$ cat src/hw/rtl/wtenv_pkg.sv
// ----------------------------------------------------------------------------
// wtenv_pkg
// Shared types and constants of the wavetable attack-release envelope.
// ----------------------------------------------------------------------------
package wtenv_pkg;

  localparam int TABLE_ENTRIES_DEF = 256;
  localparam int FRACTION_BITS_DEF = 16;

  localparam int RATE_W      = 24;
  localparam int SAMPLE_W    = 15;
  localparam int CFG_IDX_W   = 2;
  localparam int RECIP_SHIFT = 29;

  localparam int ATTACK_RATE_RST  = 65536;
  localparam int RELEASE_RATE_RST = 65536;
  localparam int PEAK_PHASE_RST   = 8388608;

  typedef enum logic [1:0] {
    MODE_REST    = 2'd0,
    MODE_ATTACK  = 2'd1,
    MODE_RELEASE = 2'd2,
    MODE_RETRIG  = 2'd3
  } mode_e;

  typedef enum logic [2:0] {
    CROSS_NONE  = 3'd0,
    CROSS_UP    = 3'd1,
    CROSS_DOWN  = 3'd2,
    CROSS_END   = 3'd3,
    CROSS_OTHER = 3'd4
  } crossing_e;

  typedef enum logic [CFG_IDX_W-1:0] {
    CFG_ATTACK_RATE  = 2'd0,
    CFG_RELEASE_RATE = 2'd1,
    CFG_PEAK_PHASE   = 2'd2
  } cfg_index_e;

  typedef struct packed {
    mode_e     mode;
    crossing_e crossing;
  } tick_info_t;

endpackage

$ cat src/hw/rtl/wtenv_cfg.sv
// ----------------------------------------------------------------------------
// wtenv_cfg
// Rate and peak registers. Rates are held reduced modulo the phase span, as a
// remainder and a saturated quotient; a write passes a capture register first.
// ----------------------------------------------------------------------------
module wtenv_cfg
  import wtenv_pkg::*;
#(
  parameter int TABLE_ENTRIES = TABLE_ENTRIES_DEF,
  parameter int FRACTION_BITS = FRACTION_BITS_DEF,
  localparam int SPAN = TABLE_ENTRIES << FRACTION_BITS,
  localparam int PW   = $clog2(SPAN + 1)
) (
  input  logic                 clk_i,
  input  logic                 rst_ni,
  input  logic                 we_i,
  input  logic [CFG_IDX_W-1:0] index_i,
  input  logic [RATE_W-1:0]    data_i,
  output logic                 busy_o,
  output logic [PW-1:0]        att_rem_o,
  output logic [1:0]           att_quot_o,
  output logic [PW-1:0]        rel_rem_o,
  output logic [1:0]           rel_quot_o,
  output logic [RATE_W-1:0]    peak_o
);

  localparam int HW    = RATE_W - FRACTION_BITS;
  localparam int RECIP = (2 ** RECIP_SHIFT + TABLE_ENTRIES - 1) / TABLE_ENTRIES;

  localparam int ATT_Q = ATTACK_RATE_RST / SPAN;
  localparam int REL_Q = RELEASE_RATE_RST / SPAN;
  localparam logic [PW-1:0] ATT_REM_RST  = PW'(ATTACK_RATE_RST % SPAN);
  localparam logic [PW-1:0] REL_REM_RST  = PW'(RELEASE_RATE_RST % SPAN);
  localparam logic [1:0]    ATT_QUOT_RST = 2'((ATT_Q > 3) ? 3 : ATT_Q);
  localparam logic [1:0]    REL_QUOT_RST = 2'((REL_Q > 3) ? 3 : REL_Q);

  logic                     c1_valid_q;
  cfg_index_e               c1_index_q;
  logic [RATE_W-1:0]        c1_data_q;
  logic [HW-1:0]            c1_quot_q;
  logic [HW-1:0]            quot_d;
  logic [HW+RECIP_SHIFT-1:0] prod;
  logic [HW-1:0]            hi_in;
  logic [HW-1:0]            hi_q;
  logic [HW-1:0]            qt;
  logic [HW-1:0]            rem_hi;
  logic [PW-1:0]            rem;
  logic [1:0]               quot_sat;

  logic [PW-1:0]     att_rem_q, rel_rem_q;
  logic [1:0]        att_quot_q, rel_quot_q;
  logic [RATE_W-1:0] peak_q;

  // quotient of the integer part by the table length, by reciprocal
  assign hi_in  = data_i[RATE_W-1:FRACTION_BITS];
  assign prod   = (HW+RECIP_SHIFT)'(hi_in) * (HW+RECIP_SHIFT)'(RECIP);
  assign quot_d = prod[RECIP_SHIFT +: HW];

  always_ff @(posedge clk_i or negedge rst_ni) begin
    if (!rst_ni) begin
      c1_valid_q <= 1'b0;
    end else begin
      c1_valid_q <= we_i;
    end
  end

  always_ff @(posedge clk_i) begin
    if (we_i) begin
      c1_index_q <= cfg_index_e'(index_i);
      c1_data_q  <= data_i;
      c1_quot_q  <= quot_d;
    end
  end

  assign hi_q     = c1_data_q[RATE_W-1:FRACTION_BITS];
  assign qt       = c1_quot_q * HW'(TABLE_ENTRIES);
  assign rem_hi   = hi_q - qt;
  assign rem      = PW'({rem_hi, c1_data_q[FRACTION_BITS-1:0]});
  assign quot_sat = (c1_quot_q > HW'(3)) ? 2'd3 : c1_quot_q[1:0];

  always_ff @(posedge clk_i or negedge rst_ni) begin
    if (!rst_ni) begin
      att_rem_q  <= ATT_REM_RST;
      att_quot_q <= ATT_QUOT_RST;
      rel_rem_q  <= REL_REM_RST;
      rel_quot_q <= REL_QUOT_RST;
      peak_q     <= RATE_W'(PEAK_PHASE_RST);
    end else if (c1_valid_q) begin
      unique case (c1_index_q)
        CFG_ATTACK_RATE: begin
          att_rem_q  <= rem;
          att_quot_q <= quot_sat;
        end
        CFG_RELEASE_RATE: begin
          rel_rem_q  <= rem;
          rel_quot_q <= quot_sat;
        end
        CFG_PEAK_PHASE: begin
          peak_q <= c1_data_q;
        end
        default: begin
        end
      endcase
    end
  end

  assign busy_o     = c1_valid_q;
  assign att_rem_o  = att_rem_q;
  assign att_quot_o = att_quot_q;
  assign rel_rem_o  = rel_rem_q;
  assign rel_quot_o = rel_quot_q;
  assign peak_o     = peak_q;

endmodule

$ cat config.mk
export PLATFORM = sky130hd
export DESIGN_NAME = wtenv_cfg
export DESIGN_NICKNAME = d
export VERILOG_FILES = /design/src/hw/rtl/wtenv_pkg.sv /design/src/hw/rtl/wtenv_cfg.sv
export SDC_FILE = /design/constraint.sdc
export NUM_CORES = 1
export LEC_CHECK = 0
export ABC_AREA = 1
export BUFFER_PORTS_ARGS = -buffer_cell sky130_fd_sc_hd__buf_4
export CORE_UTILIZATION = 46
export DETAILED_ROUTE_END_ITERATION = 8
export PLACE_DENSITY = 0.85
export SYNTH_ARGS = -nofsm -noshare
export SYNTH_HDL_FRONTEND = slang
export SYNTH_SLANG_ARGS = --single-unit
$ cat constraint.sdc
create_clock -name clk_i -period 1.14 [get_ports clk_i]
set_input_delay 0.285 -clock clk_i [delete_from_list [all_inputs] [get_ports clk_i]]
set_output_delay 0.285 -clock clk_i [all_outputs]
set_load 0.1 [all_outputs]
==> run summary <==
Status - complete, but fails checks
Violated checks - negative setup slack
Final setup fails - 145
Post-synth cell types - 15
Max-cap viol count - 0
CP max stage delay - 0.58 ns
Ys flop type - dfrtp_1
Fraction of layout cells with a size suffix above 1 - 73.2%
Async SR Flop Fraction - 73.7%
Post-synthesis cell count - 354
Leakage power - 3.10 nW
Fill cells - 263
Iter 0 DRT Violations - 476
Number of top-level pins - 108
Share of the synthesized area in the top cell type - 46.1%
Synth top area cells - dfrtp_1 (46%), edfxtp_1 (21%), nand2_1 (14%)
Port buffer count - 101
Drc violations - 0
Unrepaired setup endpoints after global routing - true
Max Clk Rate - 0.712 GHz
Hold Path Depth - 1
Net count, final - 531
CP startpoint - rel_rem_o[16]
Worst min-delay path class - primary input to register
Post-route cell area - 0.00702 mm^2
Minimum clock period - 1.40 ns
CTS buffer count - 9
Setup CP Type - register to output port
Root buffer cell - clkbuf_8
Crit path cell chain - buf_12
Critical-path top delay cell - dfstp_2
Post-route setup slack - -0.264 ns
Core ar. - 0.00785 mm^2
Clock transition time at the flip-flop clock pins of the worst setup and hold paths - 0.10 ns
Clk_skew - 0.0145 ns
Buf/Inv on CP - 1
CTS tree - yes
HP Start - data_i[21]
WP data arrival - 1.12 ns
Metal-1 WL - 5.67 mm
Startpoint types - register
Average wire per standard cell - 27.7 um
Mean Syn Cell Area - 10.7 um^2
Via-per-instance ratio - 6.33
CP Data Required Time - 0.85 ns
Die area - 0.00863 mm^2
Clock latency on the worst-skew pair - 0.37 ns
Bufs on Longest Clock Path - 2
Top cells by count, synth - nand2_1 (144), dfrtp_1 (70), nand4_1 (48)
# clock sinks - 99
Core Rows - 32
Power density over cell area - 2360 mW/mm^2
Post-synthesis sequential area ratio - 68.7%
Initial antenna violation count - 0
Die Span Y - 92.9 um
Final Max Slew Viols - 0
Hold EP - c1_data_q[21]
Initial Utilization - 48.4%
Final hold vios - 0
Worst-path fanout max - 2
Cell Area, Synth - 0.00380 mm^2
Met2 WL - 8.24 mm
CP top delay family - flip-flops
Total gr overflow - 0
Count leader, synth - nand2_1
Fin crit share - 123%
Final hold slack - 0.0816 ns
Yosys reg bits - 99
GP Congestion - 0.856
Area Growth Syn to Fin - 84.7%
Pre-antenna DRT Iters - 7
Vias in the first global route - 3481
Critical Path Sink Type - output port
FF-to-FF setup slack - -0.23 ns
DP Area - 0.00478 mm^2
Hpwl dp - 6.59 mm
YS warnings - 0
Highest layer used for signal routing - met4
Post-route ant nets - 0
FF-to-FF Start - c1_index_q[0]
First-pass GRT wire length - 18.7 mm
Worst r2r path cells - 6
Area occupied by multi-input gates - 0.00160 mm^2
Post-synth top area cell - dfrtp_1
Final wirelength - 16.8 mm
Ant. Diodes - 0
Via count - 3852
FF/Latch Area - 0.00270 mm^2
H-tree Lvls - 3
Max IR drop VDD - 0.00138 V
GRT Resource Usage Total - 29.3%
Worst R2R End - peak_o[0]
Die Span X - 92.9 um
Largest net degree at the start of global routing - 74
Met3 Wirelength - 1.71 mm
EDFF count, synth - 26
==> placed cells by master, fill, tap and decap left out, types with 7 or more instances in the layout <==
cell type,Yosys,layout
buf_12,0,77
buf_4,7,60
buf_6,1,10
clkbuf_16,0,7
clkbuf_8,0,10
dfrtp_2,0,69
edfxtp_1,26,26
nand2_1,144,47
nand2_2,1,65
nand2_4,0,33
nand3_2,2,17
nand4_1,48,48
==> timing repair <==
action,CTS,global route
endpoints found under the hold margin,70,0
hold buffers,1,0
setup endpoints to repair,116,145
pin swaps,2,31
resized for setup,200,201
setup buffers,16,18
cloned,2,10
==> cell families (layout without fill, tap and decap cells) <==
kind of cell           count (synthesis)  count (layout)  synth area share [%]
buffers and inverters                 34             179                  4.91
flip-flops                            99              99                  68.7
other                                  1               6                0.0987
AND/OR/NAND/NOR                      220             223                  26.3
==> metal layers <==
layer	track usage (%)	vias to the layer above
li1	-	1486
met3	5.09	119
met4	15.0	0
met1	34.8	1853
met2	50.8	394
met5	0	-
==> where the power goes <==
part | total [mW] | switching [mW] | internal [mW] | leakage, nW
registers | 5.42 | 1.01 | 4.41 | 1.07
clock network | 2.34 | 1.26 | 1.08 | 0.0966
logic | 8.77 | 5.71 | 3.07 | 1.93
==> state kept, by name, indices dropped and copies added, names as in the netlist <==
signal	count
c1_index_q	2
peak_o	24
rel_rem_o	24
busy_o	1
c1_data_q	24
att_rem_o	24
==> through the flow <==
step,setup WS [ns],util [%],power [mW],instances,setup TNS (ns)
2_1_floorplan,-0.0792,-,9.64,359,-5.31
3_3_place_gp,0.0276,60.9,11.0,548,0
3_5_place_dp,-0.0763,60.9,11.1,548,-1.25
4_1_cts,-0.254,75.7,14.9,582,-8.70
5_1_grt,-0.279,89.4,16.8,609,-23.75
6_report,-0.264,89.4,16.5,609,-21.68
==> worst max path at each step <==
stage                    end  cells after the start
4_1_cts        att_rem_o[16]                      1
6_report       rel_rem_o[16]                      1
3_3_place_gp   att_rem_o[14]                      4
3_5_place_dp   att_rem_o[11]                      4
5_1_grt        att_rem_o[16]                      1
2_1_floorplan     peak_o[17]                      4
==> cell type report <==
cell class                 count  area share (%)
clock buffer                  12            2.07
clock inverter                 4           0.731
inverter                       2           0.178
multi-input combinational    229            22.8
sequential                    99            38.5
tap                          102            1.82
timing repair buffer         161            33.9
Power figures use the tool's default switching activity.
