`src/hw/rtl/wtenv_pkg.sv`:
```
// ----------------------------------------------------------------------------
// wtenv_pkg
// Shared types and constants of the wavetable attack-release envelope.
// ----------------------------------------------------------------------------
package wtenv_pkg;

  localparam int TABLE_ENTRIES_DEF = 256;
  localparam int FRACTION_BITS_DEF = 16;

  localparam int RATE_W      = 24;
  localparam int SAMPLE_W    = 15;
  localparam int CFG_IDX_W   = 2;
  localparam int RECIP_SHIFT = 29;

  localparam int ATTACK_RATE_RST  = 65536;
  localparam int RELEASE_RATE_RST = 65536;
  localparam int PEAK_PHASE_RST   = 8388608;

  typedef enum logic [1:0] {
    MODE_REST    = 2'd0,
    MODE_ATTACK  = 2'd1,
    MODE_RELEASE = 2'd2,
    MODE_RETRIG  = 2'd3
  } mode_e;

  typedef enum logic [2:0] {
    CROSS_NONE  = 3'd0,
    CROSS_UP    = 3'd1,
    CROSS_DOWN  = 3'd2,
    CROSS_END   = 3'd3,
    CROSS_OTHER = 3'd4
  } crossing_e;

  typedef enum logic [CFG_IDX_W-1:0] {
    CFG_ATTACK_RATE  = 2'd0,
    CFG_RELEASE_RATE = 2'd1,
    CFG_PEAK_PHASE   = 2'd2
  } cfg_index_e;

  typedef struct packed {
    mode_e     mode;
    crossing_e crossing;
  } tick_info_t;

endpackage

```
`src/hw/rtl/wtenv_phase.sv`:
```
// ----------------------------------------------------------------------------
// wtenv_phase
// Envelope mode, phase and crossing state. Picks the increment, moves the phase
// forward or back, wraps it and classifies the crossing of the peak, once per tick.
// ----------------------------------------------------------------------------
module wtenv_phase
  import wtenv_pkg::*;
#(
  parameter int TABLE_ENTRIES = TABLE_ENTRIES_DEF,
  parameter int FRACTION_BITS = FRACTION_BITS_DEF,
  localparam int SPAN = TABLE_ENTRIES << FRACTION_BITS,
  localparam int PW   = $clog2(SPAN + 1)
) (
  input  logic              clk_i,
  input  logic              rst_ni,
  input  logic              tick_i,
  input  logic              trigger_i,
  input  logic [PW-1:0]     att_rem_i,
  input  logic [1:0]        att_quot_i,
  input  logic [PW-1:0]     rel_rem_i,
  input  logic [1:0]        rel_quot_i,
  input  logic [RATE_W-1:0] peak_i,
  output logic [PW-1:0]     phase_o,
  output tick_info_t        info_o
);

  localparam int CW = (PW > RATE_W) ? PW : RATE_W;
  localparam logic [PW:0]        SPAN_Y = (PW+1)'(SPAN);
  localparam logic signed [PW:0] SPAN_Z = (PW+1)'(SPAN);

  logic [PW-1:0] phase_q;
  mode_e         mode_q, mode_d;
  crossing_e     cross_q, cross_d;

  logic                 force_one;
  logic                 neg;
  logic [PW-1:0]        rem;
  logic [1:0]           quot;
  logic [PW-1:0]        p;
  logic [PW:0]          y;
  logic signed [PW:0]   z;
  logic [PW:0]          ph;
  logic                 wrap_end;
  logic                 wrap_start;
  logic                 new_below;
  logic                 old_below;

  always_comb begin
    mode_d    = mode_q;
    force_one = 1'b0;
    neg       = 1'b0;
    rem       = '0;
    quot      = 2'd0;
    unique case (mode_q)
      MODE_ATTACK: begin
        if (cross_q == CROSS_UP) begin
          mode_d = MODE_RELEASE;
          rem    = rel_rem_i;
          quot   = rel_quot_i;
        end else begin
          rem  = att_rem_i;
          quot = att_quot_i;
        end
      end
      MODE_RELEASE: begin
        if (trigger_i) begin
          mode_d = MODE_RETRIG;
          neg    = 1'b1;
          rem    = att_rem_i;
          quot   = att_quot_i;
        end else if (cross_q == CROSS_END) begin
          mode_d    = MODE_REST;
          force_one = 1'b1;
        end else begin
          rem  = rel_rem_i;
          quot = rel_quot_i;
        end
      end
      MODE_RETRIG: begin
        if (cross_q == CROSS_DOWN) begin
          mode_d = MODE_RELEASE;
          rem    = rel_rem_i;
          quot   = rel_quot_i;
        end else begin
          neg  = 1'b1;
          rem  = att_rem_i;
          quot = att_quot_i;
        end
      end
      MODE_REST: begin
        if (trigger_i) begin
          mode_d = MODE_ATTACK;
          rem    = att_rem_i;
          quot   = att_quot_i;
        end
      end
      default: begin
      end
    endcase
  end

  assign p = force_one ? PW'(1) : phase_q;
  assign y = {1'b0, p} + {1'b0, rem};
  assign z = $signed({1'b0, p}) - $signed({1'b0, rem});

  // wrap with the rate held as quotient and remainder of the span
  always_comb begin
    ph         = '0;
    wrap_end   = 1'b0;
    wrap_start = 1'b0;
    if (!neg) begin
      if (quot == 2'd0) begin
        if (y <= SPAN_Y) begin
          ph = y;
        end else begin
          ph       = y - SPAN_Y;
          wrap_end = 1'b1;
        end
      end else begin
        wrap_end = 1'b1;
        if (y == '0 && quot != 2'd3) begin
          ph = SPAN_Y;
          if (quot == 2'd1) begin
            wrap_end = 1'b0;
          end
        end else if (y < SPAN_Y) begin
          ph = y;
        end else if (y == SPAN_Y) begin
          ph = (quot == 2'd1) ? SPAN_Y : '0;
        end else begin
          ph = y - SPAN_Y;
        end
      end
    end else begin
      if (quot == 2'd0) begin
        if (z >= 0) begin
          ph = z;
        end else begin
          ph         = z + SPAN_Z;
          wrap_start = 1'b1;
        end
      end else if (quot == 2'd1 && z == SPAN_Z) begin
        ph = '0;
      end else begin
        wrap_start = 1'b1;
        if (z == SPAN_Z) begin
          ph = (quot == 2'd2) ? '0 : SPAN_Y;
        end else if (z > 0) begin
          ph = z;
        end else if (z == 0) begin
          ph = (quot == 2'd1) ? '0 : SPAN_Y;
        end else begin
          ph = z + SPAN_Z;
        end
      end
    end
  end

  assign new_below = CW'(ph[PW-1:0]) < CW'(peak_i);
  assign old_below = CW'(phase_q) < CW'(peak_i);

  always_comb begin
    cross_d = CROSS_OTHER;
    if (!wrap_end && !wrap_start) begin
      if (new_below == old_below) begin
        cross_d = CROSS_NONE;
      end else if (old_below) begin
        cross_d = CROSS_UP;
      end else begin
        cross_d = CROSS_DOWN;
      end
    end else if (wrap_end && new_below && !old_below) begin
      cross_d = CROSS_END;
    end
  end

  always_ff @(posedge clk_i or negedge rst_ni) begin
    if (!rst_ni) begin
      phase_q <= '0;
      mode_q  <= MODE_ATTACK;
      cross_q <= CROSS_NONE;
    end else if (tick_i) begin
      phase_q <= ph[PW-1:0];
      mode_q  <= mode_d;
      cross_q <= cross_d;
    end
  end

  assign phase_o         = ph[PW-1:0];
  assign info_o.mode     = mode_d;
  assign info_o.crossing = cross_d;

endmodule

```
`config.mk`:
```
export PLATFORM = sky130hd
export DESIGN_NAME = wtenv_phase
export DESIGN_NICKNAME = d
export VERILOG_FILES = /design/src/hw/rtl/wtenv_pkg.sv /design/src/hw/rtl/wtenv_phase.sv
export SDC_FILE = /design/constraint.sdc
export NUM_CORES = 1
export LEC_CHECK = 0
export ABC_CLOCK_PERIOD_IN_PS = 19100
export CAP_MARGIN = 5
export CORE_UTILIZATION = 30
export DETAILED_ROUTE_END_ITERATION = 16
export DONT_BUFFER_PORTS = 1
export PLACE_DENSITY = 0.44
export REMOVE_ABC_BUFFERS = 1
export SKIP_CTS_REPAIR_TIMING = 1
export SYNTH_ARGS = -nofsm -noshare
export SYNTH_HDL_FRONTEND = slang
export SYNTH_SLANG_ARGS = --single-unit
```
`constraint.sdc`:
```
create_clock -name clk_i -period 19.1 [get_ports clk_i]
set_input_delay 3.82 -clock clk_i [delete_from_list [all_inputs] [get_ports clk_i]]
set_output_delay 3.82 -clock clk_i [all_outputs]
set_load 0.01 [all_outputs]
```
==> flow_metrics.env, run 1 <==
export IMPL_rsz0062_at_grt="no"
export IMPL_synth_area_mm2=0.00771
export IMPL_grt_usage=0.227
export IMPL_critPathLaunchType="input port"
export IMPL_r2r_slack_ns=11.30
export IMPL_crit_required_ns=15.28
export IMPL_post_layout_nonfiller_instances=1318
export IMPL_ys_seq_area_frac=0.0976
export IMPL_fp_dieH_um=162
export IMPL_ys_flop_type="dfrtp_1"
export IMPL_drt_iter0_markers=650
export IMPL_synth_edff_count=0
export IMPL_setup_tns_ns=0
export IMPL_cts_max_level=2
export IMPL_cap_violations=0
export IMPL_ys_types=122
export IMPL_critical_path_top_delay_family="compound AO/OA/AOI/OAI gates"
export IMPL_status="completed"
export IMPL_drc=0
export IMPL_r2r_cells=27
export IMPL_cp_num_cells=28
export IMPL_slowest_stage="nand2_1"
export IMPL_setup_violations=0
export IMPL_diodes=0
export IMPL_coreArea_mm2=0.0252
export IMPL_drive_gt1_frac=0.121
export IMPL_worst_slew_pin_transition_ns=1.12
export IMPL_cts_tree="built"
export IMPL_fmax_mhz=69.3
export IMPL_critPathMaxStageDelay_ns=0.85
export IMPL_dieArea_mm2=0.0263
export IMPL_crit_fanout=22
export IMPL_clockBufferDepth=2
export IMPL_r2r_start="cross_q[0]"
export IMPL_post_route_period_util=0.756
export IMPL_fin_crit_ns=14.44
export IMPL_vias=7872
export IMPL_dp_cells=1310
export IMPL_hold_class="reg -> reg"
export IMPL_r2r_end="cross_q[2]"
export IMPL_crit_buf_inv=2
export IMPL_gp_congestion=0.957
export IMPL_cts_sinks=30
export IMPL_hold_violations=0
export IMPL_initial_utilization=0.306
export IMPL_synth_top_cell_by_area="ha_1"
export IMPL_slew_viol_final=0
export IMPL_post_dp_hpwl_um=24900
export IMPL_grt_overflow_total=0
export IMPL_routedWlPerCell_um=23.1
export IMPL_area_growth_pct=5.05
export IMPL_ant_nets=0
export IMPL_crit_start="trigger_i"
export IMPL_ys_ff_latch=30
export IMPL_root_buffer="clkbuf_16"
export IMPL_yosysMostFrequentCell="ha_1"
export IMPL_drt_pass1_iter_count=5
export IMPL_synthCells=1018
export IMPL_port_buffers=0
export IMPL_grt_max_degree=31
export IMPL_slew_headroom=0.252
export IMPL_vias_per_cell=5.97
export IMPL_ios=112
export IMPL_ys_top_cells_by_area="ha_1 (14%), dfrtp_1 (9.4%), a21oi_1 (4.6%)"
export IMPL_critPathKind="in -> out"
export IMPL_path_clk_slew_ns=0.05
export IMPL_first_global_vias=7186
export IMPL_die_w_um=162
export IMPL_clk_latency_ns=0.28
export IMPL_antenna_found_initial=0
export IMPL_finClkSkew_ns=0.00660
export IMPL_worstSetupEndpointType="output pin"
export IMPL_placementRows=58
export IMPL_cts_buffers=5
export IMPL_synth_top_area_frac=0.143
export IMPL_nets=1159
export IMPL_synth_common_cells="ha_1 (88), nor2_1 (85), inv_1 (80)"
export IMPL_grt_pass1_wl_um=45100
export IMPL_routed_wl_um=30500
export IMPL_synth_warning_count=0
export IMPL_arrival_ns=10.62
export IMPL_syn_area_per_cell_um2=7.57
export IMPL_crit_end="info_o[0]"
export IMPL_synth_async_reset_ratio=1.00
routing by layer:
layer / global-route usage / vias to the layer above / part of all wire
met3: 0.0332 / 35 / 0.073
met2: 0.346 / 293 / 0.43
li1: - / 3757 / -
met1: 0.327 / 3787 / 0.47
met5: 0 / - / 0
met4: 0.0673 / 0 / 0.025
cells in the final DEF, fill, tap and decap left out, drive strengths merged, types with 29 or more instances in the layout:
cell type	synthesis	routed
nor3	29	29
inv	80	80
a21oi	75	75
dfrtp	29	29
ha	88	88
a21o	30	30
and2	35	35
nor2	88	88
o21ai	47	47
nand2	80	80
cells by family after synthesis:
group                    share of synthesized area
AO/OA/AOI/OAI                                0.336
XOR/XNOR                                    0.0373
adder cells (fa/ha/maj)                      0.148
buffers and inverters                       0.0708
flip-flops                                  0.0976
multiplexers                                0.0456
AND/OR/NAND/NOR                              0.265
flip-flops by register name (all words and copies together), names as in the netlist:
name / cells
phase_q: 25
cross_q: 3
mode_q: 2
layout make-up:
type | instances | area (µm²)
fillers | 2737 | 17100
multi-input cells | 863 | 6420
flip-flops and latches | 30 | 752
well taps | 330 | 413
inverters | 81 | 304
clock buffers | 5 | 125
repair buffers | 6 | 45.0
clock inverters | 3 | 40.0
per-stage QoR:
step / setup WS (ns) / hold WS, ns / utilization / instance area (µm²)
5_1_grt: 4.17 / 0.562 / 0.322 / 8100
3_5_place_dp: 4.67 / 0.520 / 0.315 / 7930
2_1_floorplan: 6.02 / 0.485 / - / 7470
6_report: 4.66 / 0.531 / 0.322 / 8100
4_1_cts: 4.66 / 0.536 / 0.322 / 8100
3_3_place_gp: 4.87 / 0.524 / 0.315 / 7930
worst min path at each step:
stage                    start         end  slack [ns]  cells past startpoint
finish              phase_q[0]  phase_q[0]        0.53                      1
global route        phase_q[7]  phase_q[7]        0.56                      1
CTS                 phase_q[0]  phase_q[0]        0.54                      1
detailed placement  phase_q[0]  phase_q[0]        0.52                      1
global placement    phase_q[5]  phase_q[5]        0.52                      1
floorplan           phase_q[0]  phase_q[0]        0.49                      1
Power of run 1 is not shown: default switching activity piles up to over one toggle a cycle in this logic, so the estimate is an artifact.
==> run 2: changes to the inputs <==
ABC_AREA = 1   (was default)
ABC_CLOCK_PERIOD_IN_PS = 14450   (was 19100)
clock period = 14.45 ns   (was 19.1 ns; I/O delays follow)
==> flow_metrics.env, run 2 <==
export IMPL_status="completed"
export IMPL_hold_class="reg -> reg"
export IMPL_nets=1427
export IMPL_slowest_stage="nand2_1"
export IMPL_synth_top_area_frac=0.177
export IMPL_cts_buffers=5
export IMPL_yosysMostFrequentCell="nand2_1"
export IMPL_layout_common_cells="nand2_1 (349), inv_1 (215), nor2_1 (113)"
export IMPL_grt_overflow_total=0
export IMPL_synth_warning_count=0
export IMPL_root_buffer="clkbuf_16"
export IMPL_die_w_um=159
export IMPL_arrival_ns=8.30
export IMPL_ant_nets=0
export IMPL_gp_congestion=0.937
export IMPL_critPathMostFrequentCell="nand2_1"
export IMPL_crit_required_ns=11.56
export IMPL_post_route_period_util=0.774
export IMPL_post_dp_hpwl_um=26600
export IMPL_synth_async_reset_ratio=1.00
export IMPL_ys_top_cells_by_area="nand2_1 (18%), ha_1 (15%), inv_1 (11%)"
export IMPL_vias_per_cell=5.22
export IMPL_rsz0062_at_grt="no"
export IMPL_critPathLaunchType="input port"
export IMPL_grt_max_degree=40
export IMPL_ys_types=57
export IMPL_synth_top_cell_by_area="nand2_1"
export IMPL_slew_headroom=0.252
export IMPL_setup_violations=0
export IMPL_drive_gt1_frac=0.0812
export IMPL_syn_area_per_cell_um2=5.82
export IMPL_diodes=0
export IMPL_cts_tree="built"
export IMPL_dieArea_mm2=0.0253
export IMPL_final_seq_area_um2=752
export IMPL_placementRows=57
export IMPL_crit_fanout=22
export IMPL_grt_usage=0.249
export IMPL_routedWlPerCell_um=20.0
export IMPL_fin_crit_ns=11.19
export IMPL_slew_viol_final=0
export IMPL_top_register="phase_q"
export IMPL_routed_wl_um=31600
export IMPL_drt_pass1_iter_count=5
export IMPL_ys_flop_type="dfrtp_1"
export IMPL_grt_pass1_wl_um=48000
export IMPL_first_global_vias=7999
export IMPL_drc=0
export IMPL_vias=8244
export IMPL_worst_slew_pin_transition_ns=1.12
export IMPL_critPathKind="in -> out"
export IMPL_initial_utilization=0.306
export IMPL_crit_chain="nand2_1, nand2_1, a221o_1, o221ai_1, inv_1, ha_1, inv_1, nor2_1, nand2_1, nor4_1, nand4_1, nand4_1, nand2_1, nand2_1, o21ai_0, ha_1, a21oi_1, o21ai_0, a221oi_1, inv_1, a21oi_2, nand4_2, and2_1"
export IMPL_path_clk_slew_ns=0.06
export IMPL_fillers=2833
export IMPL_synth_common_cells="nand2_1 (349), inv_1 (215), nor2_1 (113)"
export IMPL_area_growth_pct=6.60
export IMPL_setup_tns_ns=0
export IMPL_final_common_cell="nand2_1"
export IMPL_hold_violations=0
export IMPL_largest_register_ffs=25
export IMPL_synth_area_mm2=0.00741
export IMPL_coreArea_mm2=0.0242
export IMPL_port_buffers=0
export IMPL_multi_input_comb_area_mm2=0.00567
export IMPL_critPathMaxStageDelay_ns=0.65
export IMPL_cts_max_level=2
export IMPL_clockBufferDepth=2
export IMPL_fmax_mhz=89.4
export IMPL_ys_seq_area_frac=0.101
export IMPL_synth_edff_count=0
export IMPL_clk_latency_ns=0.30
export IMPL_ios=112
export IMPL_cap_violations=0
export IMPL_finClkSkew_ns=0.00502
export IMPL_fp_dieH_um=159
export IMPL_antenna_found_initial=0
export IMPL_largestRegisters="phase_q (25), cross_q (3), mode_q (2)"
export IMPL_worstSetupEndpointType="output pin"
export IMPL_drt_iter0_markers=583
export IMPL_ys_ff_latch=30
export IMPL_cts_sinks=30
export IMPL_synthCells=1275
run 2: cell count changes in the layout (fill, tap and decap cells not counted), moves of 15 or more:
cell / change
a22o_1: -18
nand3_2: +15
nand4_1: +18
xnor2_1: -26
and2_1: -26
nand2_2: +22
inv_1: +135
nand3_1: +52
inv_2: +18
nand2_1: +275
a21o_1: -26
nor2_1: +28
mux2_2: -25
run 2: logic make-up after synthesis:
group	after synthesis	share of synthesized area
and+or+nand+nor	661	0.407
buffers and inverters	267	0.136
AOI/OAI and AO/OA	212	0.183
adders and majority gates	90	0.154
DFF	30	0.101
xor gates and xnor gates	15	0.0187
run 2: worst paths after layout:
path	startpoint	end	slack (ns)	depth (start not counted)
setup / recovery	trigger_i	info_o[2]	3.26	23
hold / removal	phase_q[16]	phase_q[16]	0.51	2
setup reg to reg	mode_q[0]	cross_q[0]	7.73	25
hold reg to reg	phase_q[16]	phase_q[16]	0.51	2
max in group asynchronous	rst_ni	mode_q[0]	11.99	0
min in group asynchronous	rst_ni	cross_q[0]	2.28	0
run 2: final cells by class:
class                   count  share of cell area
multi-input cells         978               0.717
inverters                 237               0.113
flip-flops and latches     30              0.0951
well taps                 324              0.0513
clock buffers               6              0.0163
clock inverters             2             0.00475
repair buffers              3             0.00285
run 2: per-stage QoR:
step,instance area [µm²],setup slack (ns),hold WS (ns),cells,utilization
2_1_floorplan,7300,4.74,0.472,1245,-
3_3_place_gp,7740,3.22,0.500,1572,0.319
3_5_place_dp,7740,3.35,0.506,1572,0.319
4_1_cts,7900,3.34,0.522,1580,0.326
5_1_grt,7900,2.81,0.542,1580,0.326
6_report,7900,3.26,0.513,1580,0.326
run 2: layer usage:
metal  part of all wire  GRT usage
met2               0.46      0.418
met3              0.065     0.0365
met5                  0          0
met1               0.45      0.334
met4              0.024     0.0608
run 2: worst max-delay path: cells and delay by family:
family	cells	cell delay, ns
adders and majority gates	2	0.85
and+or+nand+nor	11	2.44
AOI/OAI and AO/OA	7	1.74
buffers and inverters	3	0.36
Power of run 2 is left out for the same reason.
