--- src/hw/rtl/wtenv_pkg.sv ---
// ----------------------------------------------------------------------------
// wtenv_pkg
// Shared types and constants of the wavetable attack-release envelope.
// ----------------------------------------------------------------------------
package wtenv_pkg;

  localparam int TABLE_ENTRIES_DEF = 256;
  localparam int FRACTION_BITS_DEF = 16;

  localparam int RATE_W      = 24;
  localparam int SAMPLE_W    = 15;
  localparam int CFG_IDX_W   = 2;
  localparam int RECIP_SHIFT = 29;

  localparam int ATTACK_RATE_RST  = 65536;
  localparam int RELEASE_RATE_RST = 65536;
  localparam int PEAK_PHASE_RST   = 8388608;

  typedef enum logic [1:0] {
    MODE_REST    = 2'd0,
    MODE_ATTACK  = 2'd1,
    MODE_RELEASE = 2'd2,
    MODE_RETRIG  = 2'd3
  } mode_e;

  typedef enum logic [2:0] {
    CROSS_NONE  = 3'd0,
    CROSS_UP    = 3'd1,
    CROSS_DOWN  = 3'd2,
    CROSS_END   = 3'd3,
    CROSS_OTHER = 3'd4
  } crossing_e;

  typedef enum logic [CFG_IDX_W-1:0] {
    CFG_ATTACK_RATE  = 2'd0,
    CFG_RELEASE_RATE = 2'd1,
    CFG_PEAK_PHASE   = 2'd2
  } cfg_index_e;

  typedef struct packed {
    mode_e     mode;
    crossing_e crossing;
  } tick_info_t;

endpackage

--- src/hw/rtl/wtenv_interp.sv ---
// ----------------------------------------------------------------------------
// wtenv_interp
// Linear interpolation between two table samples and the result register.
// ----------------------------------------------------------------------------
module wtenv_interp
  import wtenv_pkg::*;
#(
  parameter int FRACTION_BITS = FRACTION_BITS_DEF
) (
  input  logic                     clk_i,
  input  logic                     rst_ni,
  input  logic                     in_valid_i,
  output logic                     in_ready_o,
  input  logic [SAMPLE_W-1:0]      sample_a_i,
  input  logic [SAMPLE_W-1:0]      sample_b_i,
  input  logic [FRACTION_BITS-1:0] frac_i,
  input  tick_info_t               info_i,
  output logic                     out_valid_o,
  input  logic                     out_ready_i,
  output logic [SAMPLE_W-1:0]      level_o,
  output tick_info_t               info_o
);

  localparam int DW = SAMPLE_W + 1;
  localparam int MW = DW + FRACTION_BITS + 1;

  logic signed [DW-1:0] diff;
  logic signed [MW-1:0] prod;
  logic signed [MW-1:0] step;
  logic [DW-1:0]        sum;

  logic                out_valid_q;
  logic [SAMPLE_W-1:0] level_q;
  tick_info_t          info_q;

  assign diff = $signed({1'b0, sample_b_i}) - $signed({1'b0, sample_a_i});
  assign prod = MW'(diff) * $signed(MW'({1'b0, frac_i}));
  assign step = prod >>> FRACTION_BITS;  // floor
  assign sum  = DW'(sample_a_i) + step[DW-1:0];

  assign in_ready_o = !out_valid_q || out_ready_i;

  always_ff @(posedge clk_i or negedge rst_ni) begin
    if (!rst_ni) begin
      out_valid_q <= 1'b0;
    end else if (in_ready_o) begin
      out_valid_q <= in_valid_i;
    end
  end

  always_ff @(posedge clk_i) begin
    if (in_ready_o && in_valid_i) begin
      level_q <= sum[SAMPLE_W-1:0];
      info_q  <= info_i;
    end
  end

  assign out_valid_o = out_valid_q;
  assign level_o     = level_q;
  assign info_o      = info_q;

endmodule

--- config.mk ---
export PLATFORM = sky130hd
export DESIGN_NAME = wtenv_interp
export DESIGN_NICKNAME = d
export VERILOG_FILES = /design/src/hw/rtl/wtenv_pkg.sv /design/src/hw/rtl/wtenv_interp.sv
export SDC_FILE = /design/constraint.sdc
export NUM_CORES = 1
export LEC_CHECK = 0
export BUFFER_PORTS_ARGS = -buffer_cell sky130_fd_sc_hd__buf_4
export CAP_MARGIN = 20
export CORE_MARGIN = 2
export CORE_UTILIZATION = 62
export CTS_BUF_LIST = sky130_fd_sc_hd__clkbuf_4
export DETAILED_ROUTE_END_ITERATION = 16
export PLACE_DENSITY_LB_ADDON = 0.05
export SYNTH_ARGS = -nofsm -noshare
export SYNTH_HDL_FRONTEND = slang
export SYNTH_SLANG_ARGS = --single-unit
export TNS_END_PERCENT = 20
--- constraint.sdc ---
create_clock -name clk_i -period 1.5 [get_ports clk_i]
set_input_delay 0.075 -clock clk_i [delete_from_list [all_inputs] [get_ports clk_i]]
set_output_delay 0.075 -clock clk_i [all_outputs]
set_load 0.01 [all_outputs]
==> run_results.csv, run 1 <==
group,metric,value,unit
critical_path,cp_slowest_cell,"fa_1",
run_status,outcome,"finished with violations",
timing,min_period,9.11,ns
final_layout,fin_nets,1768,
logic_synthesis,synth_fa_ha_area_share,56.2,%
timing,finalMaxSlewViolations,0,
logic_synthesis,synth_cell_type_count,63,
cts,clk_pin_slew,0.12,ns
timing,setup_viol,15,
critical_path,worstPathMaxFanout,4,
final_layout,nFillCells,1025,
timing,setup_slack,-7.61,ns
global_route,grt_pass1_wl,43700,um
route,num_vias,8624,
cts,h-tree-depth,1,
die,dieHeight,131,um
logic_synthesis,netlist_top_cells_count,"255 x inv_1, 195 x fa_1, 144 x nand2_1",
die,coreArea,15800,um^2
logic_synthesis,synth-async-reset-ratio,4.76,%
global_route,grtUsageTotal,31.6,%
global_route,grt_remaining_overflow,0,
route,drt-wirelength-per-cell,17.0,um
logic_synthesis,synthXorXnorAreaFrac,3.66,%
route,wirelength,27100,um
cts,cts.sinks,21,
logic_synthesis,yosys.area.top_type,"fa_1",
logic_synthesis,synth_top_area_share,38.9,%
final_layout,drive_gt1_share,27.6,%
global_route,top_usage_layer,"met2",
placement,portBuffers,76,
worst_hold_path,hold_class,"in -> async",
logic_synthesis,synth_compound_area_share,5.81,%
global_route,grt_util_met2,59.3,%
timing,max_slew_margin,67.5,%
flow_run,maxCapViolations,0,
final_layout,multi_input_area,8730,um^2
global_route,grt.met1_usage,36.3,%
cts,clk-insertion-delay-late,0.32,ns
route,drc,0,
final_layout,seq_area,626,um^2
route,drtPass1Iterations,5,
route,final_antenna_net_count,0,
critical_path,critPathCaptureType,"register",
logic_synthesis,synth_edf_count,20,
logic_synthesis,synth_simple_gate_area_share,17.2,%
logic_synthesis,syn_avg_cell_area,9.03,um^2
global_route,grt_max_degree,21,
timing,finClkSkew,0.00178,ns
critical_path,critPathArrivalTime,9.19,ns
timing,period_share,607,%
logic_synthesis,synthTopCellsByArea,"fa_1 39%, ha_1 17%, inv_1 9.5%",
critical_path,cp_num_buf_inv,6,
cts,clk_path_buf_depth,2,
placement,hpwl,21800,um
route,viasPerCell,5.41,
critical_path,startpoint_type,"input port",
cts,cts_buffers,3,
final_layout,antenna_cells,0,
cts,cts_root_buf,"clkbuf_4",
die,die_width,131,um
route,drt_iter0_drc,394,
critical_path,crit_type,"in -> reg",
timing,hold_viol_final,0,
logic_synthesis,syn-num-nets,1500,
logic_synthesis,synth_most_common_cell,"inv_1",
final_layout,area_growth,28.9,%
critical_path,worstPathRequired,1.59,ns
logic_synthesis,syn_inst,1111,
die,rows,46,
placement,gp_congestion,0.947,
logic_synthesis,ys_warn_count,0,
run_status,violations,"negative setup slack",
die,dieArea,17200,um^2
global_route,grtUsageMet3,3.24,%
timing,grt_setup_unrepaired,"true",
logic_synthesis,synth_top_family_by_area,"adder cells",
logic_synthesis,yosysSeqAreaShare,6.23,%
critical_path,cp_top_family,"adder cells",
logic_synthesis,synthFlopType,"edfxtp_1",
global_route,antenna_found_initial,0,
critical_path,cp_slowest_stage_delay,0.60,ns
timing,fmax,110,MHz
logic_synthesis,ys_seq_elements,21,
placement,place_ws,-7.99,ns
timing,tightest_slew,0.482,ns
logic_synthesis,syn_area,10000,um^2
logic_synthesis,synth_mux_area_share,0.112,%
die,initial_core_util,63.4,%
die,io_pins,77,
cts,cts_tree,"done",
global_route,grt_pass1_vias,9544,
critical_path,cpMostUsedCell,"fa_1",
sequential cells by signal (all words and copies together) (netlist names):
signal and cells:
level_o 15, out_valid_o 1, info_o 5
path summary, 6_finish.rpt:
path / start / endpoint / slack (ns) / depth (start not counted)
max reg2reg: out_valid_o / level_o[13] / 0.33 / 3
max: sample_b_i[0] / level_o[14] / -7.61 / 43
min reg2reg: out_valid_o / out_valid_o / 0.58 / 2
min in group clk_i: out_ready_i / out_valid_o / 0.07 / 3
min: rst_ni / out_valid_o / 0.05 / 2
max in group asynchronous: rst_ni / out_valid_o / 1.37 / 2
final cells by class:
type / instances / share of cell area [%]
Multi-Input combinational cell: 804 / 67.5
Timing Repair Buffer: 294 / 17.9
Inverter: 255 / 7.49
Sequential cell: 21 / 4.83
Tap cell: 216 / 2.09
Clock buffer: 4 / 0.232
through the flow:
stage | instances | setup TNS (ns) | utilization [%] | area, um^2 | hold slack (ns)
floorplan | 1111 | -94.31 | - | 10200 | -0.221
finish | 1594 | -96.85 | 81.8 | 12900 | 0.0504
CTS | 1584 | -94.51 | 80.2 | 12700 | 0.0368
global placement | 1562 | -102.22 | 78.0 | 12300 | -0.150
detailed placement | 1562 | -104.26 | 78.0 | 12300 | -0.148
global route | 1594 | -101.13 | 81.8 | 12900 | 0.0375
cells in the final DEF (no fill, tap or decap), types with 4 or more instances in the layout:
cell type      count
a21o_1             8
a21oi_1           12
a21oi_2            9
and2_1            92
and2_4             4
buf_12             5
buf_4            276
buf_6              5
clkbuf_4           4
dlygate4sd3_1      7
edfxtp_1          20
fa_1             191
fa_2               4
ha_1             133
ha_4               4
inv_1            251
nand2_1          142
nand3_1            6
nor2_1            30
nor2_2             5
nor2b_1           14
nor3_1             7
o211ai_1           4
o21a_1             6
o21ai_0            8
or2_2             10
or3_1              4
xnor2_1           28
xor2_1             8
per-layer routing:
| layer | part of all wire (%) | wire length, um |
|---|---|---|
| met5 | 0 | 0 |
| met4 | 5.5 | 1500 |
| met3 | 5.4 | 1460 |
| met2 | 54 | 14600 |
| met1 | 35 | 9600 |
timing repair:
| action | in CTS | in global routing |
|---|---|---|
| hold endpoints to repair | 7 | 0 |
| pin swaps | 26 | 24 |
| hold buffers | 7 | 0 |
| cloned | 0 | 1 |
| setup endpoints to repair | 15 | 15 |
| buffers inserted | 12 | 9 |
| resized for setup | 36 | 30 |
cell families (layout without fill, tap and decap cells):
logic type | count (synthesis) | count (layout)
adder cells (fa/ha/maj) | 334 | 334
AND/OR/NAND/NOR | 345 | 345
XOR/XNOR | 42 | 43
buffers and inverters | 287 | 553
AO/OA/AOI/OAI | 81 | 81
flip-flops | 21 | 21
multiplexers | 1 | 1
Power of run 1 is left out: the tool's default activity adds up to more than one toggle a clock period on the data nets, which glitch-free logic cannot reach.
==> run 2: changes to the inputs <==
- CORE_ASPECT_RATIO: default -> 0.8
- CORE_UTILIZATION: 62 -> 58
==> run 2 against run 1 <==
Effect of this change: the flow still finishes with violations (negative setup slack); core utilization down 5.2 points; highest routed layer unchanged; sequential share of layout area about the same; first-iteration DRC count up 18%; largest cell class unchanged; worst hold slack better by 0.020 ns; register-to-register slack worse by 0.06 ns.
==> run_results.csv, run 2 (synthesis results as in run 1) <==
group,metric,value,unit
cts,cts_root_buf,"clkbuf_4",
route,num_vias,8377,
timing,grt_setup_unrepaired,"true",
critical_path,cp_slowest_stage_delay,0.50,ns
timing,fmax,111,MHz
die,initial_core_util,59.9,%
cts,clk-insertion-delay-late,0.32,ns
cts,cts.sinks,21,
critical_path,worstPathMaxFanout,4,
global_route,grt_remaining_overflow,0,
timing,setup_slack,-7.47,ns
critical_path,crit_start,"sample_a_i[0]",
critical_path,path_depth,45,
cts,h-tree-depth,1,
global_route,grt_pass1_vias,8666,
placement,post_dp_cell_area,12300,um^2
critical_path,cp_top_family,"adder cells",
critical_path,worstPathRequired,1.59,ns
critical_path,reg2reg_depth,3,
final_layout,drive_gt1_share,27.8,%
critical_path,reg2reg_slack,0.27,ns
final_layout,fin_nets,1761,
critical_path,critPathCaptureType,"register",
cts,cts_tree,"done",
critical_path,crit_type,"in -> reg",
route,drtPass1Iterations,5,
cts,clk_pin_slew,0.14,ns
final_layout,stdcell_area,12800,um^2
global_route,grtUsageTotal,29.8,%
final_layout,final_cell_mix,"272 x buf_4, 247 x inv_1, 191 x fa_1, 140 x nand2_1, 133 x ha_1",
placement,place_ws,-8.12,ns
die,io_pins,77,
die,dieHeight,122,um
global_route,grt_max_degree,15,
run_status,outcome,"finished with violations",
final_layout,antenna_cells,0,
cts,clk_path_buf_depth,2,
critical_path,setup.worst_path.end,"level_o[14]",
worst_hold_path,hold_class,"in -> async",
timing,period_share,598,%
run_status,violations,"negative setup slack",
critical_path,cp_slowest_cell,"fa_1",
die,die_width,151,um
die,rows,42,
critical_path,cp_num_buf_inv,11,
placement,portBuffers,76,
route,drt-wirelength-per-cell,16.6,um
die,coreArea,16800,um^2
timing,setup_viol,15,
critical_path,rr_startpoint,"out_valid_o",
critical_path,startpoint_type,"input port",
timing,hold_viol_final,0,
timing,finalMaxSlewViolations,0,
cts,cts_buffers,3,
die,dieArea,18400,um^2
final_layout,final_common_cell,"buf_4",
route,wirelength,26500,um
timing,tightest_slew,0.552,ns
final_layout,largest_reg_flops,15,
timing,min_period,8.97,ns
global_route,antenna_found_initial,0,
global_route,grt_pass1_wl,42400,um
critical_path,critPathArrivalTime,9.06,ns
critical_path,cpMostUsedCell,"buf_4",
final_layout,area_growth,27.9,%
route,viasPerCell,5.27,
flow_run,maxCapViolations,0,
placement,gp_congestion,0.961,
timing,finClkSkew,0.0143,ns
timing,max_slew_margin,63.0,%
placement,hpwl,22700,um
route,drc,0,
route,drt_iter0_drc,465,
route,final_antenna_net_count,0,
critical_path,r2r_end,"level_o[6]",
-- run 2: cell count changes in the layout (fill, tap and decap cells not counted), sizes merged --
cell	before	now
clkbuf	4	3
xnor2	33	32
clkinv	0	1
buf	287	281
-- run 2: area by class of cell --
type	instances	area [um^2]
Sequential cell	21	626
Clock buffer	3	22.5
Tap cell	220	275
Multi-Input combinational cell	803	8700
Fill cell	1198	3930
Timing Repair Buffer	288	2230
Inverter	255	970
Clock inverter	1	5.00
-- run 2: timing repair --
item	CTS	global route
endpoints found under the setup margin	15	15
hold endpoints to repair	7	0
hold buffers	7	0
gates resized for setup	41	31
buffers inserted	17	6
pin swaps	31	32
-- run 2: how the worst min path moves through the flow --
stage / start / to / slack, ns / cells past startpoint
after floorplan: rst_ni / out_valid_o / -0.22 / 0
after global placement: rst_ni / out_valid_o / -0.15 / 1
after detailed placement: rst_ni / out_valid_o / -0.15 / 1
final: rst_ni / out_valid_o / 0.07 / 2
after CTS: rst_ni / out_valid_o / 0.06 / 2
after global routing: rst_ni / out_valid_o / 0.05 / 2
-- run 2: worst reg2reg max path, cell delays in order (launching register included) --
cell	delay [ns]
dfrtp_1	0.41
nand2b_1	0.15
and2_1	0.18
buf_4	0.21
-- run 2: per-stage QoR --
stage	instances	TNS, ns	hold slack (ns)	util [%]
5_1_grt	1591	-100.51	0.0454	76.6
4_1_cts	1586	-95.03	0.0628	75.5
3_5_place_dp	1558	-105.00	-0.149	73.2
3_3_place_gp	1558	-102.39	-0.149	73.2
2_1_floorplan	1111	-94.31	-0.221	-
6_report	1591	-96.16	0.0700	76.6
-- run 2: metal layers --
| metal | up-vias | share of wire [%] | track usage (%) |
|---|---|---|---|
| li1 | 3895 | - | - |
| met1 | 4140 | 42 | 41.8 |
| met2 | 308 | 45 | 48.0 |
| met3 | 34 | 11 | 8.16 |
| met4 | 0 | 1.4 | 4.03 |
| met5 | - | 0 | 0 |
Power of run 2 is left out for the same reason.
==> run 3: changes to the inputs <==
- CELL_PAD_IN_SITES_DETAIL_PLACEMENT: default -> 0
- CELL_PAD_IN_SITES_GLOBAL_PLACEMENT: default -> 1
- CORE_UTILIZATION: 58 -> 50
- HOLD_SLACK_MARGIN: default -> 0.12
==> run 3 against run 2 <==
Effect of this change: the flow still finishes with violations (negative setup slack); setup slack got worse by 0.097 ns; first-iteration DRC count decreased by 10%; wire length decreased by 1.4%; core utilization decreased by 10 points; clock skew increased by 0.0017 ns; sequential share of layout area decreased by 0.11 points; die area increased by 16%; critical endpoint is now level_o[12].
==> run_results.csv, run 3 (synthesis results as in run 1) <==
group,metric,value,unit
die,rows,46,
route,final_antenna_net_count,0,
placement,gp_congestion,0.925,
cts,cts_buffers,3,
global_route,grt_max_degree,21,
die,dieArea,21200,um^2
critical_path,worstPathMaxFanout,5,
route,drtPass1Iterations,5,
cts,cts.sinks,21,
cts,clk_path_buf_depth,2,
route,wl_met3,1720,um
timing,hold_viol_final,0,
global_route,grt_remaining_overflow,0,
timing,finClkSkew,0.0160,ns
cts,clk-insertion-delay-late,0.29,ns
route,viasPerCell,4.88,
critical_path,startpoint_type,"input port",
route,routed-wl-met2,11000,um
critical_path,worstPathRequired,1.56,ns
final_layout,area_growth,30.8,%
final_layout,drive_gt1_share,27.9,%
placement,portBuffers,76,
final_layout,stdcell_count,1659,
cts,h-tree-depth,1,
placement,place_inst,1620,
final_layout,final_cell_mix,"281 x buf_4, 249 x inv_1, 192 x fa_1, 140 x nand2_1, 132 x ha_1",
die,dieHeight,131,um
route,top_layer,"met4",
cts,clk_pin_slew,0.12,ns
route,drt-wirelength-per-cell,15.7,um
global_route,grtUsageTotal,25.3,%
route,wl_met1,13300,um
timing,fmax,110,MHz
timing,min_period,9.07,ns
critical_path,cp_slowest_cell,"fa_1",
route,drt_iter0_drc,418,
final_layout,fin_nets,1784,
timing,tns,-98.12,ns
worst_hold_path,hold_class,"in -> reg",
cts,cts_tree,"done",
critical_path,cp_slowest_stage_delay,0.57,ns
run_status,outcome,"finished with violations",
die,die_width,162,um
timing,setup_viol,15,
global_route,grt_pass1_wl,42100,um
die,initial_core_util,50.8,%
flow_run,maxCapViolations,0,
critical_path,cpMostUsedCell,"buf_6",
final_layout,nFillCells,1691,
route,num_vias,8102,
timing,setup_slack,-7.57,ns
die,coreArea,19700,um^2
cts,cts_root_buf,"clkbuf_4",
final_layout,largest_reg_flops,15,
critical_path,critPathCaptureType,"register",
timing,max_slew_margin,61.0,%
timing,tightest_slew,0.578,ns
timing,finalMaxSlewViolations,0,
timing,grt_setup_unrepaired,"true",
die,io_pins,77,
run_status,violations,"negative setup slack",
timing,hold_ws,0.221,ns
global_route,antenna_found_initial,0,
final_layout,final_common_cell,"buf_4",
timing,period_share,605,%
critical_path,crit_type,"in -> reg",
final_layout,final_core_util,66.5,%
route,wirelength,26100,um
critical_path,critPathArrivalTime,9.13,ns
route,drc,0,
placement,hpwl,22700,um
global_route,grt_pass1_vias,8115,
## run 3: cell types whose count changed in the layout (fill, tap and decap cells not counted), moves of 3 or more
cell	delta
buf_4	+9
inv_2	-3
xnor2_2	-4
a21oi_1	+3
a21oi_2	-3
xnor2_1	+3
buf_6	+6
buf_12	+5
## run 3: routing by layer
metal / vias up / GRT usage (%)
met2: 211 / 39.2
met3: 4 / 3.95
met1: 3941 / 39.7
met5: - / 0
li1: 3946 / -
met4: 0 / 1.20
## run 3: worst max-delay path, delay by kind of cell
kind | cells | cell delay (ns)
buf+inv | 15 | 1.55
fa+ha+maj | 9 | 3.52
xor+xnor | 3 | 0.40
compound gates | 10 | 2.10
simple gates | 9 | 1.48
## run 3: metrics by stage
step	cell area, um^2	setup slack, ns
6_report	13100	-7.57
5_1_grt	13100	-7.90
4_1_cts	12900	-7.50
3_5_place_dp	12500	-8.03
3_3_place_gp	12500	-7.86
2_1_floorplan	10200	-7.38
## run 3: worst paths after layout
path / depth (start not counted) / startpoint / slack (ns) / endpoint
setup / recovery: 46 / sample_a_i[1] / -7.57 / level_o[12]
hold / removal: 3 / sample_a_i[0] / 0.22 / level_o[0]
setup reg to reg: 3 / out_valid_o / 0.26 / out_valid_o
hold reg to reg: 3 / out_valid_o / 0.99 / info_o[0]
max in group asynchronous: 3 / rst_ni / 0.79 / out_valid_o
min in group asynchronous: 3 / rst_ni / 0.61 / out_valid_o
## run 3: final cells by class
| type | count | area, um^2 | share of cell area [%] |
|---|---|---|---|
| sequential | 21 | 626 | 4.76 |
| clock inverter | 1 | 5.00 | 0.0381 |
| multi-input combinational | 803 | 8650 | 65.9 |
| timing repair buffer | 311 | 2510 | 19.2 |
| antenna | 1 | 2.50 | 0.0191 |
| clock buffer | 3 | 22.5 | 0.172 |
| inverter | 255 | 975 | 7.42 |
| tap | 264 | 330 | 2.52 |
## run 3: what timing repair did
item / in CTS / in global routing
hold buffers: 9 / 0
hold endpoints to repair: 7 / 0
resized for setup: 40 / 31
buffers inserted: 11 / 13
pin swaps: 32 / 28
gates cloned: 0 / 1
endpoints found under the setup margin: 15 / 15
Power of run 3 is left out for the same reason.
